<file path="src/design/dht_pkg.sv">
// shared types and constants of the double hash table
// no dependencies
package dht_pkg;

    localparam int OP_W    = 2;
    localparam int KEY_W   = 31;
    localparam int START_W = 10;
    localparam int STEP_W  = 11;
    localparam int SIZE_W  = 11;
    localparam int SLOT_W  = 10;
    localparam int TAG_W   = 2;

    localparam logic [SIZE_W-1:0] TABLE_SIZE_RESET = 11'd1024;

    localparam logic [OP_W-1:0] OP_INSERT = 2'd0;
    localparam logic [OP_W-1:0] OP_SEARCH = 2'd1;
    localparam logic [OP_W-1:0] OP_DELETE = 2'd2;
    localparam logic [OP_W-1:0] OP_UNUSED = 2'd3;

    localparam logic [TAG_W-1:0] TAG_EMPTY   = 2'd0;
    localparam logic [TAG_W-1:0] TAG_USED    = 2'd1;
    localparam logic [TAG_W-1:0] TAG_DELETED = 2'd2;

    localparam int QUEUE_DEPTH = 2;

    // classified request as it waits between front and back
    typedef struct packed {
        logic [OP_W-1:0]    op;
        logic [KEY_W-1:0]   key;
        logic [START_W-1:0] start;
        logic [STEP_W-1:0]  inc;    // probe step already reduced modulo the size
        logic               bad;
        logic               nop;
    } cmd_t;

endpackage

</file>
<file path="src/design/dht_front.sv">
// request front: range checks, step reduction and queue push
// depends on dht_pkg
module dht_front #(
    parameter int M_W = 11
) (
    input  logic                          req_valid,
    output logic                          req_stall,
    input  logic [dht_pkg::OP_W-1:0]      req_type,
    input  logic [dht_pkg::KEY_W-1:0]     key,
    input  logic [dht_pkg::START_W-1:0]   probe_start,
    input  logic [dht_pkg::STEP_W-1:0]    probe_step,
    input  logic [M_W-1:0]                m,
    input  logic                          queue_full,
    input  logic                          clear_busy,
    output logic                          push,
    output dht_pkg::cmd_t                 cmd
);
    import dht_pkg::*;

    localparam int CMP_W = ((M_W > STEP_W) ? M_W : STEP_W) + 1;

    logic [CMP_W-1:0] m_w;
    logic [CMP_W-1:0] start_w;
    logic [CMP_W-1:0] step_w;
    logic [CMP_W-1:0] inc_w;

    assign req_stall = queue_full || clear_busy;
    assign push      = req_valid && !req_stall;

    always_comb
    begin
        m_w     = CMP_W'(m);
        start_w = CMP_W'(probe_start);
        step_w  = CMP_W'(probe_step);

        // step is at most m+1, so one subtract gives step mod m
        priority if (m_w == CMP_W'(1))
        begin
            inc_w = '0;
        end
        else if (step_w >= m_w)
        begin
            inc_w = step_w - m_w;
        end
        else
        begin
            inc_w = step_w;
        end

        cmd.op    = req_type;
        cmd.key   = key;
        cmd.start = probe_start;
        cmd.inc   = STEP_W'(inc_w);
        cmd.bad   = (start_w >= m_w) || (step_w > (m_w + CMP_W'(1)));
        cmd.nop   = (req_type == OP_UNUSED);
    end

endmodule

</file>
<file path="config.mk">
export PLATFORM = sky130hd
export DESIGN_NAME = dht_front
export DESIGN_NICKNAME = d
export VERILOG_FILES = /design/src/design/dht_pkg.sv /design/src/design/dht_front.sv
export SDC_FILE = /design/constraint.sdc
export NUM_CORES = 1
export LEC_CHECK = 0
export ABC_AREA = 1
export BUFFER_PORTS_ARGS = -buffer_cell sky130_fd_sc_hd__buf_4
export CAP_MARGIN = 20
export CORE_MARGIN = 1
export CORE_UTILIZATION = 41
export DETAILED_ROUTE_END_ITERATION = 10
export PLACE_DENSITY_LB_ADDON = 0.1
export SYNTH_ARGS = -nofsm -noshare
export SYNTH_HDL_FRONTEND = slang
export SYNTH_SLANG_ARGS = --single-unit
</file>
<file path="constraint.sdc">
create_clock -name vclk -period 1.5
set_input_delay 0 -clock vclk [all_inputs]
set_output_delay 0 -clock vclk [all_outputs]
set_load 0.02 [all_outputs]
</file>
==> metrics <==
first-pass GRT wire length about 10000 um; fin crit share 109%; leak pwr approximately 1.8 nW; crit path DAT ~1.6 ns; Final Max Tran Viols 0; minimum clock period around 1.6 ns; Hold Crit Class in -> out; post-synthesis compound-gate area fraction between 6 and 7%; setup tns final -1.04 ns; Simple-Gate Fraction of Synth Area between 30% and 40%; Cell Pwr Density between 400 and 500 nW/um2; vias in the first global route 2292; worst setup path start m[0]; FF+latch count 0; DR vias 2375; drt total wl 6170 um; Synth area leaders ha_1, nand2_1, buf_4; syn_nets between 400 and 500; initial core utilization a little over two fifths; Least-Margin Pin Slew approximately 0.43 ns; status finished with violations; grt total ovfl 0; Synth Cell Area 2010 um2; HPWL after DPL between 4000 and 5000 um; I/O Buffers between 60 and 70; headroom to the max-slew limit between 70% and 80%; critical path launch point type input port; Die Ht between 70 and 80 um; DP Worst Slack -0.344 ns; cts hold-fix bufs 0; Ys Warns 0; Detail Route Antenna Nets 0; Syn Inst Count 347; fraction of layout cells with a size suffix above 1 between 40 and 50%; Die X around 70 um; Die ar. a little over 5000 um2; Worst Path Required 1.50 ns; FF+latch area 0 um2; Worst VDD drop 0.000208 V; max cap viols 0; multiplexer share of the synthesized area 0%; register area share after synthesis 0%; Post-Synth XOR/XNOR Area under 10%; routed len/inst approximately 12 um; CP Max Fanout 4; clk_buf instances 0; area added between synthesis and finish 60.9%; cell taking the most area after synthesis ha_1; RSZ-0062 raised after global routing true; drt via density about 4.7; Core ar. between 4000 and 5000 um2; initial DRC count ~100; violated checks setup timing; post-synth cell types 26; Max Fclk 612 MHz; # DRC 0; Synth top area share roughly a fifth; synthesized area per cell 5.79 um2; Synth Area in Adders approximately 22%; Fin. Hold Viols 0; Critical Path Sink Type output pin; Layout fillers around 420; Setup Crit Path Kind in -> out; HP Start key[9]; IO Pins 126; GRT Util Overall 24.1%; DR pass1 iterations 4; Design Power approximately 1.3 mW; final setup margin -0.133 ns; Core Util, Final 68.4%; # nets final roughly 550; Final setup viols 12; n_diodes 0; gpl congestion 0.853; initial antenna violation count 0; largest net degree at the start of global routing 10; main combinational cell family by area after synthesis simple AND/OR/NAND/NOR gates; Placement Rows 25
stage by stage:
stage	std cells	hold WS [ns]	cell area, um2
after floorplan	347	0.113	2010
after global placement	501	0.000137	2750
after detailed placement	501	0.000137	2750
after CTS	505	0.000137	3060
after global routing	507	0.0000297	3230
final	507	0.00000884	3230
routing by layer:
metal	up-vias	routed length (um)	global-route usage, %
li1	1240	-	-
met1	1058	2640	30.0
met2	68	3190	46.3
met3	9	195	0.972
met4	0	144	4.14
met5	-	0	0
placed cells by master (no fill, tap or decap), types with 7 or more instances in the layout:
master | synthesis | final
nand2_2 | 5 | 18
nor2_1 | 40 | 27
ha_4 | 0 | 11
ha_1 | 34 | 23
nand2_1 | 91 | 74
a21oi_1 | 10 | 7
nand3_2 | 0 | 7
nand3_1 | 21 | 12
buf_4 | 43 | 125
nand2_4 | 3 | 7
buf_6 | 0 | 7
inv_1 | 57 | 51
nor2_2 | 0 | 8
critical path, cell delays in order:
cell	delay [ns]
buf_8	0.10
buf_6	0.12
buf_6	0.12
ha_4	0.16
fa_2	0.36
inv_2	0.08
nand3_2	0.08
nand3_4	0.09
buf_4	0.11
xor2_1	0.12
nor2_1	0.06
nor2_1	0.08
buf_4	0.14
kinds of logic after synthesis:
group,after synthesis
and+or+nand+nor,178
buffers and inverters,102
adders and majority gates,35
AOI/OAI and AO/OA,23
xor gates and xnor gates,9
final timing paths:
path	slack [ns]	to	cells after the start
worst max-delay path	-0.13	cmd[6]	13
worst min-delay path	0.000009	cmd[32]	0
area by class of cell:
cell class,instances,area [um2],area share [%]
Multi-Input combinational cell,246,1840,56.9
Timing Repair Buffer,135,1070,33.0
Inverter,59,241,7.47
Tap cell,67,83.8,2.59
cells in the mapped netlist (4+ instances only):
| master | instances |
|---|---|
| xor2_1 | 6 |
| nand3_1 | 21 |
| nor2_1 | 40 |
| ha_1 | 34 |
| nor4_1 | 4 |
| buf_4 | 43 |
| nand2_1 | 91 |
| inv_1 | 57 |
| nand4_1 | 5 |
| o21ai_0 | 7 |
| a21oi_1 | 10 |
| nand2_2 | 5 |
report_power, final:
part / switching, mW / internal (mW)
Sequential: 0 / 0
Clock: 0 / 0
Combinational: 0.684 / 0.630
Total: 0.684 / 0.630
repair_timing:
item	in CTS	in global routing
gates cloned	1	0
buffers inserted	3	3
pin swaps	25	28
endpoints found under the setup margin	12	12
resized for setup	51	44
endpoints found under the hold margin	0	0
Power figures use the tool's default switching activity.
