===== config.mk =====
export PLATFORM = sky130hd
export DESIGN_NAME = dht_queue
export DESIGN_NICKNAME = d
export VERILOG_FILES = /design/src/design/dht_pkg.sv /design/src/design/dht_queue.sv
export SDC_FILE = /design/constraint.sdc
export NUM_CORES = 1
export LEC_CHECK = 0
export BUFFER_PORTS_ARGS = -buffer_cell sky130_fd_sc_hd__clkbuf_2
export CAP_MARGIN = 20
export CELL_PAD_IN_SITES_DETAIL_PLACEMENT = 0
export CELL_PAD_IN_SITES_GLOBAL_PLACEMENT = 1
export CORE_UTILIZATION = 30
export DETAILED_ROUTE_END_ITERATION = 8
export GPL_ROUTABILITY_DRIVEN = 0
export PLACE_DENSITY_LB_ADDON = 0.1
export SKIP_CTS_REPAIR_TIMING = 1
export SLEW_MARGIN = 20
export SYNTH_ARGS = -nofsm -noshare
export SYNTH_HDL_FRONTEND = slang
export SYNTH_SLANG_ARGS = --single-unit

===== constraint.sdc =====
create_clock -name clk -period 3 [get_ports clk]
set_input_delay 0.45 -clock clk [delete_from_list [all_inputs] [get_ports clk]]
set_output_delay 0.45 -clock clk [all_outputs]
set_load 0.02 [all_outputs]

===== src/design/dht_pkg.sv =====
// shared types and constants of the double hash table
// no dependencies
package dht_pkg;

    localparam int OP_W    = 2;
    localparam int KEY_W   = 31;
    localparam int START_W = 10;
    localparam int STEP_W  = 11;
    localparam int SIZE_W  = 11;
    localparam int SLOT_W  = 10;
    localparam int TAG_W   = 2;

    localparam logic [SIZE_W-1:0] TABLE_SIZE_RESET = 11'd1024;

    localparam logic [OP_W-1:0] OP_INSERT = 2'd0;
    localparam logic [OP_W-1:0] OP_SEARCH = 2'd1;
    localparam logic [OP_W-1:0] OP_DELETE = 2'd2;
    localparam logic [OP_W-1:0] OP_UNUSED = 2'd3;

    localparam logic [TAG_W-1:0] TAG_EMPTY   = 2'd0;
    localparam logic [TAG_W-1:0] TAG_USED    = 2'd1;
    localparam logic [TAG_W-1:0] TAG_DELETED = 2'd2;

    localparam int QUEUE_DEPTH = 2;

    // classified request as it waits between front and back
    typedef struct packed {
        logic [OP_W-1:0]    op;
        logic [KEY_W-1:0]   key;
        logic [START_W-1:0] start;
        logic [STEP_W-1:0]  inc;    // probe step already reduced modulo the size
        logic               bad;
        logic               nop;
    } cmd_t;

endpackage


===== src/design/dht_queue.sv =====
// short command queue between front and back
// depends on dht_pkg
module dht_queue (
    input  logic          clk,
    input  logic          rst_n,
    input  logic          push,
    input  dht_pkg::cmd_t push_cmd,
    input  logic          pop,
    output logic          full,
    output logic          head_valid,
    output dht_pkg::cmd_t head
);
    import dht_pkg::*;

    localparam int PTR_W = (QUEUE_DEPTH > 1) ? $clog2(QUEUE_DEPTH) : 1;
    localparam int CNT_W = $clog2(QUEUE_DEPTH + 1);

    cmd_t             entries_reg [QUEUE_DEPTH];
    logic [PTR_W-1:0] wr_ptr_reg, wr_ptr_next;
    logic [PTR_W-1:0] rd_ptr_reg, rd_ptr_next;
    logic [CNT_W-1:0] count_reg, count_next;

    assign full       = (count_reg == CNT_W'(QUEUE_DEPTH));
    assign head_valid = (count_reg != '0);
    assign head       = entries_reg[rd_ptr_reg];

    always_comb
    begin
        wr_ptr_next = wr_ptr_reg;
        rd_ptr_next = rd_ptr_reg;
        count_next  = count_reg;
        if (push)
        begin
            wr_ptr_next = (wr_ptr_reg == PTR_W'(QUEUE_DEPTH - 1)) ? '0 : wr_ptr_reg + PTR_W'(1);
        end
        if (pop)
        begin
            rd_ptr_next = (rd_ptr_reg == PTR_W'(QUEUE_DEPTH - 1)) ? '0 : rd_ptr_reg + PTR_W'(1);
        end
        unique case ({push, pop})
            2'b10:   count_next = count_reg + CNT_W'(1);
            2'b01:   count_next = count_reg - CNT_W'(1);
            default: count_next = count_reg;
        endcase
    end

    always_ff @(posedge clk or negedge rst_n)
    begin
        if (!rst_n)
        begin
            wr_ptr_reg <= '0;
            rd_ptr_reg <= '0;
            count_reg  <= '0;
        end
        else
        begin
            wr_ptr_reg <= wr_ptr_next;
            rd_ptr_reg <= rd_ptr_next;
            count_reg  <= count_next;
        end
    end

    always_ff @(posedge clk)
    begin
        if (push)
        begin
            entries_reg[wr_ptr_reg] <= push_cmd;
        end
    end

endmodule


==> impl_metrics.py, run 1 <==
metrics = {
    "timing": {
        "period_minus_slack_ns": 2.42,
        "hold_violations": 0,
        "worstMarginPinSlew_ns": 0.505,
        "setup_tns_ns": 0,
        "max_freq_mhz": 413,
        "slew_headroom_pct": 66.3,
        "rsz0062_at_grt": "false",
        "finalClockSkew_ns": 0.00683,
        "finalSetupViolCount": 0,
        "slew_violations": 0,
        "finalCritPeriodShare_pct": 80.8,
    },
    "routing": {
        "drc": 0,
        "via_count": 2175,
        "drt_iter0_drc": 67,
        "drt-vias-per-instance": 4.20,
        "ant_nets": 0,
        "drt_first_pass_iters": 4,
        "totalWireLength_mm": 7.92,
        "wl_per_cell_um": 15.3,
    },
    "final_layout": {
        "drive_gt1_share_pct": 60.4,
        "multiInputGateArea_um2": 835,
        "antenna_cells": 0,
        "area_delta_synth_final_pct": 31.1,
        "largest_reg_flops": 112,
        "nFillCells": 1314,
        "finalNetCount": 387,
        "regArea_um2": 3470,
    },
    "critical_path": {
        "end_kind": "output port",
        "critPathMaxStageDelay_ns": 0.73,
        "startpoint_type": "flip-flop",
        "crit_buf_inv": 2,
        "criticalPathCategory": "reg -> out",
        "critical_path.cell_chain": "buf_12 -> mux2_2 -> clkbuf_2",
        "path_max_fanout": 30,
        "cpMaxStageDelayCell": "dfrtp_4",
        "critPathTopFamily": "flip-flops",
        "cp_data_required_time_ns": 2.55,
        "crit_arrival_ns": 1.97,
    },
    "floorplan": {
        "dieHeight_um": 122,
        "die_area_um2": 15000,
        "std_cell_rows": 43,
        "start_util_pct": 31.1,
        "core_area_um2": 14000,
        "ioPinCount": 118,
        "die_x_um": 122,
    },
    "yosys": {
        "netlist_area_um2": 4350,
        "ys_async_sr_fraction_pct": 3.45,
        "synthDistinctLibCells": 14,
        "yosysMostFrequentCell": "edfxtp_1",
        "synth_edf_count": 112,
        "syn-mean-instance-area_um2": 22.9,
        "synth_top_cell_by_area": "edfxtp_1",
        "synth-seq-cells": 116,
        "ys_top_cells_by_area": "edfxtp_1 77%, mux2_4 10%, mux2_2 6.7%",
        "yosys.area.top_type_share_pct": 77.4,
        "syn_nets": 251,
        "synthCells": 190,
        "ys_seq_area_share_pct": 79.7,
        "synth_warnings": 0,
        "synth_top_cells_by_count": "112 x edfxtp_1, 30 x mux2_4, 26 x mux2_2, 4 x buf_6, 4 x dfrtp_1",
        "ys.flop_type": "edfxtp_1",
    },
    "clocking": {
        "cts_buffers": 17,
        "insertion_delay_ns": 0.40,
        "cts.clk_slew.worst_paths_ns": 0.05,
        "cts_htree_levels": 4,
        "cts_tree": "done",
        "cts_buffer_depth": 2,
        "clock-root-buffer": "clkbuf_16",
        "cts_sinks": 116,
    },
    "pwr": {
        "power_mw": 5.80,
        "leakage_nw": 2.26,
        "ir_worst_vdd_mv": 0.376,
        "powerDensity_nw_per_um2": 1020,
    },
    "global_route": {
        "gr-max-usage-layer": "met2",
        "antenna_found_initial": 0,
        "use_met2_pct": 17.6,
        "grt_overflow": 0,
        "grt_use_met3_pct": 4.74,
        "grt_pass1_wl_mm": 11.9,
        "grt.met1_usage_pct": 13.2,
        "track_usage_pct": 11.3,
        "grt_max_degree": 35,
        "grt_pass1_vias": 2279,
    },
    "outcome": {
        "status": "finished, final reports clean",
    },
    "placed_design": {
        "portBuffers": 117,
        "dpl.hpwl_mm": 5.15,
    },
    "flow_run": {
        "drv_cap": 0,
    },
    "worst_hold_path": {
        "hold_path_class": "in -> reg",
    },
}
## power breakdown
| group | internal, mW | switching, mW | total (mW) |
|---|---|---|---|
| combinational | 0.772 | 0.969 | 1.74 |
| clock | 1.11 | 0.617 | 1.73 |
| sequential | 2.16 | 0.171 | 2.33 |
## per-stage QoR
| stage | worst slack (ns) | cells | cell area [um^2] | util (%) | hold WS (ns) |
|---|---|---|---|---|---|
| global route | 0.471 | 518 | 5700 | 40.7 | 0.215 |
| detailed placement | 0.954 | 486 | 5180 | 37.0 | 0.267 |
| CTS | 0.510 | 517 | 5690 | 40.7 | -0.170 |
| finish | 0.576 | 518 | 5700 | 40.7 | 0.238 |
| floorplan | 0.638 | 190 | 4350 | - | 0.154 |
| global placement | 0.971 | 486 | 5180 | 37.0 | 0.270 |
## logic make-up (layout without fill, tap and decap cells)
family | count (synthesis) | after routing | share of synthesized area, %
and+or+nand+nor | 5 | 5 | 0.605
DFF | 116 | 116 | 79.7
buffers and inverters | 7 | 155 | 1.35
adders and majority gates | 1 | 1 | 0.288
muxes | 56 | 56 | 17.1
xor gates and xnor gates | 5 | 5 | 1.01
## layout make-up
type                       instances  share of cell area (%)
clock buffer                      23                    7.86
clock inverter                     8                    1.08
inverter                           1                  0.0659
multi-input combinational         67                    14.6
sequential                       116                    60.8
tap                              180                    3.95
timing repair buffer             123                    11.6
## path summary, 6_finish.rpt
kind / from / to / slack, ns / cells after the start
max in group asynchronous: rst_n / rd_ptr_reg / 2.45 / 2
worst min register to register: count_reg[1] / count_reg[1] / 0.50 / 1
min in group asynchronous: rst_n / count_reg[1] / 0.40 / 2
worst min-delay path: push_cmd[54] / entries_reg[0][54] / 0.24 / 1
worst max-delay path: rd_ptr_reg / head[40] / 0.58 / 3
worst max register to register: wr_ptr_reg / entries_reg[1][15] / 1.43 / 2
## layout by cell type (no fill, tap or decap), drive strengths merged
| cell | count |
|---|---|
| inv | 1 |
| nor2 | 2 |
| dlygate4sd3 | 1 |
| and2 | 1 |
| xnor2 | 2 |
| or2 | 1 |
| clkinv | 7 |
| nor2b | 1 |
| clkbuf | 140 |
| edfxtp | 112 |
| ha | 1 |
| dfrtp | 4 |
| buf | 5 |
| bufinv | 1 |
| mux2 | 56 |
| xor2 | 3 |
## metal layers
| layer | wire length, um | up-vias |
|---|---|---|
| li1 | - | 1020 |
| met5 | 0 | - |
| met3 | 530 | 11 |
| met1 | 3450 | 1067 |
| met2 | 3800 | 77 |
| met4 | 136 | 0 |
## worst register-to-register path, cell delays in order, from the launching register on
cell and delay (ns):
dfrtp_1 0.42, and2_2 0.51, buf_4 0.33
Power figures use the tool's default switching activity.
==> run 2, diff against run 1 <==
Clock period 3 ns to 2.1 ns, I/O delays scaled along.
==> impl_metrics.py, run 2 (synthesis gave the netlist of run 1 again) <==
metrics = {
    "final_layout": {
        "finalNetCount": 388,
        "largest_reg_flops": 112,
        "final_core_util_pct": 40.7,
        "mostFrequentLayoutCell": "clkbuf_2",
        "antenna_cells": 0,
        "final_cell_mix": "117 x clkbuf_2, 112 x edfxtp_1, 30 x mux2_4",
        "fin_cells": 517,
        "area_delta_synth_final_pct": 30.8,
        "drive_gt1_share_pct": 61.4,
    },
    "routing": {
        "via_count": 2204,
        "totalWireLength_mm": 8.23,
        "drt-vias-per-instance": 4.26,
        "wl_per_cell_um": 15.9,
        "drt_first_pass_iters": 3,
        "ant_nets": 0,
        "drt_iter0_drc": 73,
        "drc": 0,
    },
    "floorplan": {
        "start_util_pct": 31.1,
        "core_area_um2": 14000,
        "die_x_um": 122,
        "std_cell_rows": 43,
        "ioPinCount": 118,
        "dieHeight_um": 122,
        "die_area_um2": 15000,
    },
    "pwr": {
        "powerDensity_nw_per_um2": 1450,
        "leakage_nw": 2.26,
        "ir_worst_vdd_mv": 0.552,
    },
    "timing": {
        "hold_slack_ns": 0.0954,
        "max_freq_mhz": 511,
        "rsz0062_at_grt": "false",
        "finalClockSkew_ns": 0.00403,
        "finalCritPeriodShare_pct": 93.1,
        "finalSetupViolCount": 0,
        "setup_tns_ns": 0,
        "worstMarginPinSlew_ns": 0.515,
        "period_minus_slack_ns": 1.96,
        "hold_violations": 0,
        "slew_headroom_pct": 65.6,
        "fin_ws_ns": 0.145,
        "slew_violations": 0,
    },
    "critical_path": {
        "end_kind": "output port",
        "ff2ff_setup_slack_ns": 0.73,
        "crit_arrival_ns": 1.64,
        "path_max_fanout": 30,
        "cp-startpoint": "rd_ptr_reg",
        "critPathMaxStageDelay_ns": 0.44,
        "cp_data_required_time_ns": 1.78,
        "startpoint_type": "flip-flop",
        "regToRegEndpoint": "entries_reg[0][36]",
        "endpoint": "head[50]",
        "cpMaxStageDelayCell": "dfrtp_4",
        "rr_worst_depth": 2,
        "timing.rr.start": "wr_ptr_reg",
        "critical_path.cell_chain": "buf_12 -> mux2_2 -> clkbuf_2",
        "criticalPathCategory": "reg -> out",
    },
    "placed_design": {
        "portBuffers": 117,
        "placed_cells": 487,
        "dpl.hpwl_mm": 5.24,
        "preCtsSetupSlack_ns": 0.560,
    },
    "clocking": {
        "cts_buffers": 17,
        "insertion_delay_ns": 0.41,
        "cts_buffer_depth": 2,
        "clock-root-buffer": "clkbuf_16",
        "cts.clk_slew.worst_paths_ns": 0.05,
        "cts_sinks": 116,
        "cts_htree_levels": 4,
        "cts_tree": "done",
    },
    "global_route": {
        "antenna_found_initial": 0,
        "grt_pass1_vias": 2275,
        "grt_overflow": 0,
        "grt_max_degree": 45,
        "track_usage_pct": 11.8,
        "grt_pass1_wl_mm": 12.3,
    },
    "flow_run": {
        "drv_cap": 0,
    },
    "worst_hold_path": {
        "hold_path_class": "in -> reg",
    },
    "outcome": {
        "status": "finished, final reports clean",
    },
}
run 2: cell type report:
type	instances	area, um^2
Fill cell	1326	8300
Multi-Input combinational cell	67	835
Timing Repair Buffer	124	678
Clock inverter	9	42.5
Tap cell	180	225
Sequential cell	116	3470
Inverter	1	3.75
Clock buffer	20	437
run 2: worst min path at each step:
stage	start	slack, ns	cells past startpoint	end
finish	push_cmd[21]	0.1	1	entries_reg[1][21]
global route	push_cmd[7]	0.08	1	entries_reg[1][7]
CTS	rst_n	-0.31	1	count_reg[1]
detailed placement	rst_n	0.13	1	count_reg[1]
global placement	rst_n	0.13	1	count_reg[1]
floorplan	rst_n	0.02	0	count_reg[0]
run 2: layer usage:
layer  vias to the layer above  track usage [%]  share of wire, %
li1                       1027                -                 -
met1                      1086             14.1                44
met2                        73             18.0                47
met3                        18             4.69               6.7
met4                         0             7.09               2.4
met5                         -                0                 0
run 2: critical path, delay by kind of cell, from the launching register on:
| family | cells | cell delay (ns) |
|---|---|---|
| multiplexers | 1 | 0.38 |
| buffers and inverters | 2 | 0.40 |
| flip-flops | 1 | 0.44 |
run 2: report_power, final:
part | total, mW | leakage (nW) | internal, mW | switching, mW
Combinational | 2.66 | 0.924 | 1.14 | 1.51
Sequential | 3.22 | 1.10 | 3.09 | 0.129
Clock | 2.36 | 0.244 | 1.45 | 0.905
run 2: through the flow:
stage	power, mW	instance area [um^2]
2_1_floorplan	5.13	4360
3_3_place_gp	5.98	5200
3_5_place_dp	5.98	5200
4_1_cts	8.38	5680
5_1_grt	8.64	5690
6_report	8.23	5690
